$ cat src/rtl/core/bir_pkg.sv
// Package for the bilinear resize core: sizes, command and register codes,
// and the sample memory request type. No dependencies.
package bir_pkg;

  localparam int MAX_DIM     = 256;
  localparam int AW          = 8;             // log2(MAX_DIM)
  localparam int ADDR_W      = 2 * AW;
  localparam int SAMPLE_BITS = 16;
  localparam int FRAC_BITS   = 12;
  localparam int POS_W       = 12;
  localparam int SIZE_W      = 13;
  localparam int DIM_W       = 9;
  localparam int SCALE_W     = 13;
  localparam int QUO_W       = 32;
  localparam int SCALE_MAX   = 4096;

  typedef enum logic {
    CMD_LOAD   = 1'b0,
    CMD_INTERP = 1'b1
  } cmd_t;

  typedef enum logic [1:0] {
    REG_SOURCE_ROWS   = 2'd0,
    REG_SOURCE_COLS   = 2'd1,
    REG_SCALE_FACTOR  = 2'd2,
    REG_ALIGN_CORNERS = 2'd3
  } reg_idx_t;

  typedef struct packed {
    logic                          we;
    logic [ADDR_W-1:0]             addr;
    logic signed [SAMPLE_BITS-1:0] wdata;
  } mem_req_t;

endpackage

$ cat src/rtl/core/bir_div.sv
// Restoring divider, one quotient bit per cycle, for the source coordinate.
// Depends on bir_pkg.
module bir_div (
  input  logic                         clk,
  input  logic                         rst_n,
  input  logic                         start,
  input  logic [bir_pkg::QUO_W-1:0]    num,
  input  logic [bir_pkg::SCALE_W-1:0]  den,
  output logic                         done,
  output logic [bir_pkg::QUO_W-1:0]    quo
);
  import bir_pkg::*;

  logic                 busy_r;
  logic                 done_r;
  logic [4:0]           cnt_r;
  logic [QUO_W-1:0]     num_r;
  logic [SCALE_W-1:0]   den_r;
  logic [SCALE_W-1:0]   rem_r;
  logic [SCALE_W:0]     trial;
  logic                 qbit;

  assign trial = {rem_r, num_r[QUO_W-1]};
  assign qbit  = (trial >= {1'b0, den_r});

  always_ff @(posedge clk) begin
    if (!rst_n) begin
      busy_r <= 1'b0;
      done_r <= 1'b0;
      cnt_r  <= '0;
    end else begin
      done_r <= 1'b0;
      if (start) begin
        busy_r <= 1'b1;
        cnt_r  <= '0;
      end else if (busy_r) begin
        cnt_r <= cnt_r + 5'd1;
        if (cnt_r == 5'd31) begin
          busy_r <= 1'b0;
          done_r <= 1'b1;
        end
      end
    end
  end

  // quotient bits shift into the numerator register from the bottom
  always_ff @(posedge clk) begin
    if (start) begin
      num_r <= num;
      den_r <= den;
      rem_r <= '0;
    end else if (busy_r) begin
      rem_r <= qbit ? SCALE_W'(trial - {1'b0, den_r}) : trial[SCALE_W-1:0];
      num_r <= {num_r[QUO_W-2:0], qbit};
    end
  end

  assign done = done_r;
  assign quo  = num_r;
endmodule

$ cat config.mk
export PLATFORM = sky130hd
export DESIGN_NAME = bir_div
export DESIGN_NICKNAME = d
export VERILOG_FILES = /design/src/rtl/core/bir_pkg.sv /design/src/rtl/core/bir_div.sv
export SDC_FILE = /design/constraint.sdc
export NUM_CORES = 1
export LEC_CHECK = 0
export BUFFER_PORTS_ARGS = -buffer_cell sky130_fd_sc_hd__buf_2
export CAP_MARGIN = 20
export CORE_UTILIZATION = 45
export CTS_CLUSTER_DIAMETER = 30
export DETAILED_ROUTE_END_ITERATION = 7
export MAX_ROUTING_LAYER = met4
export PLACE_DENSITY = 0.75
export SLEW_MARGIN = 20
export SYNTH_ARGS = -nofsm -noshare
export SYNTH_HDL_FRONTEND = slang
export SYNTH_SLANG_ARGS = --single-unit
$ cat constraint.sdc
create_clock -name clk -period 2.7 [get_ports clk]
set_clock_uncertainty 0.2 [all_clocks]
set_input_delay 0.405 -clock clk [delete_from_list [all_inputs] [get_ports clk]]
set_output_delay 0.405 -clock clk [all_outputs]
set_load 0.05 [all_outputs]
**Word level (Yosys, flattened, before mapping)**

Index checks and enable logic that the tools add are counted.
W data, S select, Z words.

- Register bits: 65
- Bits of input ports: 48
- Word-level logic and storage cells: 22

- Add/subtract/negate cells: 2
- Order comparisons: 1
- Equal/unequal tests: 1
- Multiplexer cells: 7
- Bitwise logic cells: 2
- Reduce and logical (&&, ||, !) cells: 3

Operators by type and width:

| operator | number |
|---|---|
| $mux W32 | 2 |
| $ge A14 B13 Y1 | 1 |
| $mux W13 | 1 |
| $sub A13 B13 Y13 | 1 |
| $add A5 B1 Y5 const B | 1 |
| $eq A5 B5 Y1 const B | 1 |
| $mux W1 | 4 |
| $reduce_or A3 Y1 | 1 |
| $not A1 Y1 | 2 |
| $reduce_bool A2 Y1 | 1 |
| $reduce_or A2 Y1 | 1 |

**Logic depth before layout (Yosys ltp)**

- Depth in word-level cells: 4
- Mapped depth: 10
- Mapped depth without buffers: 9

**Worst setup path before layout**

OpenSTA, ideal clock, no wires.

- Path kind: reg2reg
- Start: register num_r[31] (netlist: quo[31])
- End: register num_r[0] (netlist: quo[0]), data pin
- Setup time: 0.260 ns
- Arrival: 2.579 ns
- Data required time: 2.240 ns
- Setup slack: -0.339 ns
- Cell stages (with the launch flop): 10
- Buffers on the path: 0
- Period minus slack after synthesis: 3.039 ns
- Path through: edfxtp_1 -> inv_1 -> ha_1 -> fa_1 -> nor2b_1 -> o31a_1 -> o31a_1 -> o311ai_4 -> nand2_2 -> mux2_2

- Cells in the longest elaborated chain, start to end: 3

Ends and longest elaborated chain:

| element | line | RTL |
|---|---|---|
| from (decl) | bir_div.sv:17 | `logic [QUO_W-1:0] num_r;` |
| from (signal assigned) | bir_div.sv:49 | `num_r <= num;` |
| from (signal assigned) | bir_div.sv:54 | `num_r <= {num_r[QUO_W-2:0], qbit};` |
| $ge A14 B13 Y1 | bir_div.sv:24 | `assign qbit = (trial >= {1'b0, den_r});` |
| $mux W32 | bir_div.sv:52 | `end else if (busy_r) begin` |
| $mux W32 | bir_div.sv:48 | `if (start) begin` |

Every way passes these cells. The select of a mux whose other input is x is not followed.
A chain may end at the register's enable or synchronous reset.

**Final worst setup path**

- Start: register num_r[31] (netlist: quo[31])
- End: register rem_r[10]

- Cells in the longest elaborated chain, start to end: 2
- Elaborated cells on any way between the ends: 3
- Those cells by class: 1 x add/sub; 1 x order compare; 1 x mux

Ends and longest elaborated chain:

| element | line | RTL |
|---|---|---|
| $sub A13 B13 Y13 / $ge A14 B13 Y1 (equally long branches) | bir_div.sv:53, bir_div.sv:24 |  |
| $mux W13 (*) | bir_div.sv:53 | `rem_r <= qbit ? SCALE_W'(trial - {1'b0, den_r}) : trial[SCALE_W-1:0];` |
| to (signal assigned) | bir_div.sv:53 |  |
| to (decl) | bir_div.sv:19 | `logic [SCALE_W-1:0] rem_r;` |

Mark *: on every way between the ends. The rest lies on a longest branch, timed or not.

==> flow_summary.toml <==
[final_layout]
n_antenna_cell = 0
nets = 444
area.growth.synth_to_final_pct = 28.9
layout-drive-gt1-share_pct = 45.2
fillCellCount = 615
fin_util_pct = 60.1

[global_route]
grt_use_total_pct = 18.9
top_usage_layer = "met2"
overflow = 0
antenna_found_initial = 0
grtUsageMet3_pct = 5.60
grt_pass1_wl_mm = 10.8
grt_pass1_vias = 2384
met1_usage_pct = 22.4
grt_max_degree = 38
use_met2_pct = 29.5

[route]
wl_per_cell_um = 14.9
route.detailed.drc = 0
avgViaCountPerCell = 5.27
drtIter0Drc = 137
antenna_left = 0
vias = 2550
drt_pass1_iterations = 4
wirelength_mm = 7.19

[timing]
maxSlewViolCount = 0
relSlewSlack_pct = 57.9
hold_viol_final = 0
grt_setup_unrepaired = "true"
setup_violations = 0
tightest_slew_ps = 631
min_period_ps = 2690
fmax_mhz = 372
fin_crit_sh_pct = 99.7
timing.hold.ws_ps = 28.2

[floorplan]
start_util_pct = 46.6
die_y_um = 88.7
die_area_sq_um = 7860
ios = 81
die_w_um = 88.7
rows = 31
coreArea_sq_um = 7250

[synth]
syn_avg_cell_area_sq_um = 11.9
netlist_top_cells_count = "45 x edfxtp_1, 30 x mux2_2, 20 x dfxtp_1, 19 x nor2_1"
synth_fp_nets = 347
synth_edf_count = 45
ys_ff_latch = 65
synth_most_common_cell = "edfxtp_1"
synth.largest_area_cell = "edfxtp_1"
yosys_warnings = 0
synth.area.top_cells = "edfxtp_1 40%, dfxtp_1 12%, mux2_2 10%"
syn_area_sq_um = 3380
synth_cell_types = 59
synth-main-ff-cell = "edfxtp_1"
ys_seq_area_share_pct = 51.8
syn_inst = 283
synth_top_area_share_pct = 40.0
synthArstFlopShare_pct = 0

[placement]
place.gp.congestion = 0.924
port_buffers = 80
hpwl_mm = 5.08

[clock_tree]
htreeDepth = 3
cts_buffer_depth = 2
cts.sink_count = 65
cts_buffers = 9
insertion_delay_ps = 350
cts_tree = "built"
ctsHoldBuffers = 0
cts.clk_slew.worst_paths_ps = 80
cts-root-buf = "clkbuf_8"

[status]
outcome = "completed"

[power_and_ir_drop]
power.density_nw_per_um2 = 649
p_leak_nw = 1.81
peakVddDrop_mv = 0.358

[critical_path]
startpoint = "quo[31]"
path_class = "reg -> reg"
worstSetupEndpointType = "register"
cp-start-kind = "register"
reg2reg_depth = 11
worstPathArrival_ps = 2750
crit_required_ps = 2760
r2r-start = "quo[31]"
crit_fanout = 4

[hold_path]
whs_path_depth = 1
hold_class = "in -> reg"
min_from = "den[11]"

[job]
max_cap_violations = 0
-- final cells by class --
cell class	count	area, sq um	share of cell area, %
sequential	65	1750	40.2
clock inverter	7	78.8	1.81
tap	99	124	2.84
multi-input combinational	190	1650	37.9
timing repair buffer	99	571	13.1
inverter	15	56.3	1.29
clock buffer	9	124	2.84
-- power breakdown --
group | leakage, nW | switching [W] | internal [W]
registers | 0.613 | 0.0000482 | 0.00117
logic | 1.10 | 0.000477 | 0.000291
clock network | 0.104 | 0.000408 | 0.000434
total | 1.81 | 0.000933 | 0.00189
-- routing by layer --
| layer | vias to the layer above | wire length [um] |
|---|---|---|
| met4 | 0 | 112 |
| met1 | 1224 | 3220 |
| met5 | - | 0 |
| met2 | 49 | 3610 |
| li1 | 1270 | - |
| met3 | 7 | 256 |
-- placed cells by master, fill, tap and decap left out, types with 4 or more instances in the layout --
cell	n
buf_2	80
edfxtp_1	45
mux2_2	30
dfxtp_1	20
nor2_1	19
inv_1	14
ha_1	14
buf_4	14
nand2_1	11
nand3_1	9
clkbuf_8	9
o21ai_1	7
nor2b_1	6
a21oi_1	5
o21ai_0	5
xnor2_1	5
o21a_1	4
a311oi_1	4
xor2_1	4
nand2b_1	4
a311oi_2	4
clkinv_4	4
buf_6	4
-- metrics by stage --
step | instance area (sq um) | cells | total power [W] | setup WS, ps | TNS, ps
2_1_floorplan | 3400 | 283 | 0.00176 | -274 | -2300
3_3_place_gp | 4020 | 468 | 0.00195 | 70.8 | 0
3_5_place_dp | 4020 | 468 | 0.00196 | -62.7 | -217
4_1_cts | 4230 | 484 | 0.00280 | 13.7 | 0
5_1_grt | 4360 | 484 | 0.00295 | -79.3 | -553
6_report | 4360 | 484 | 0.00283 | 8.30 | 0
-- worst max-delay path: stages, from the launching register on --
cell and delay, ps:
edfxtp_1 420, inv_2 100, ha_4 140, fa_2 200, nor2b_2 50, o31a_1 250
o31a_1 280, buf_6 140, o311ai_4 300, buf_6 180, nand3_1 80, a311oi_1 280
-- flip-flops by register name, summed over array words and instances (netlist names) --
name,flops
rem_r,13
busy_r,1
quo,32
done,1
cnt_r,5
den_r,13
-- worst paths after layout --
kind	end	slack [ps]
worst max register to register	rem_r[10]	8
worst min register to register	cnt_r[4]	310
worst min-delay path	den_r[11]	30
worst max-delay path	rem_r[10]	8
-- cell families (layout without fill, tap and decap cells) --
family          Yosys count  count (layout)  synth area share (%)
compound gates           60              60                  14.1
mux                      35              35                  11.6
flops                    65              65                  51.8
xor+xnor                  9               9                  2.33
fa+ha+maj                16              16                  6.15
simple gates             70              70                  10.9
buf+inv                  28             130                  3.15
-- what timing repair did --
item | 4_1_cts | 5_1_grt
buffers inserted | 0 | 0
endpoints found under the hold margin | 0 | 0
gates resized for setup | 1 | 24
cloned | 0 | 0
pin swaps | 0 | 6
endpoints found under the setup margin | 8 | 14
Power figures use the tool's default switching activity.
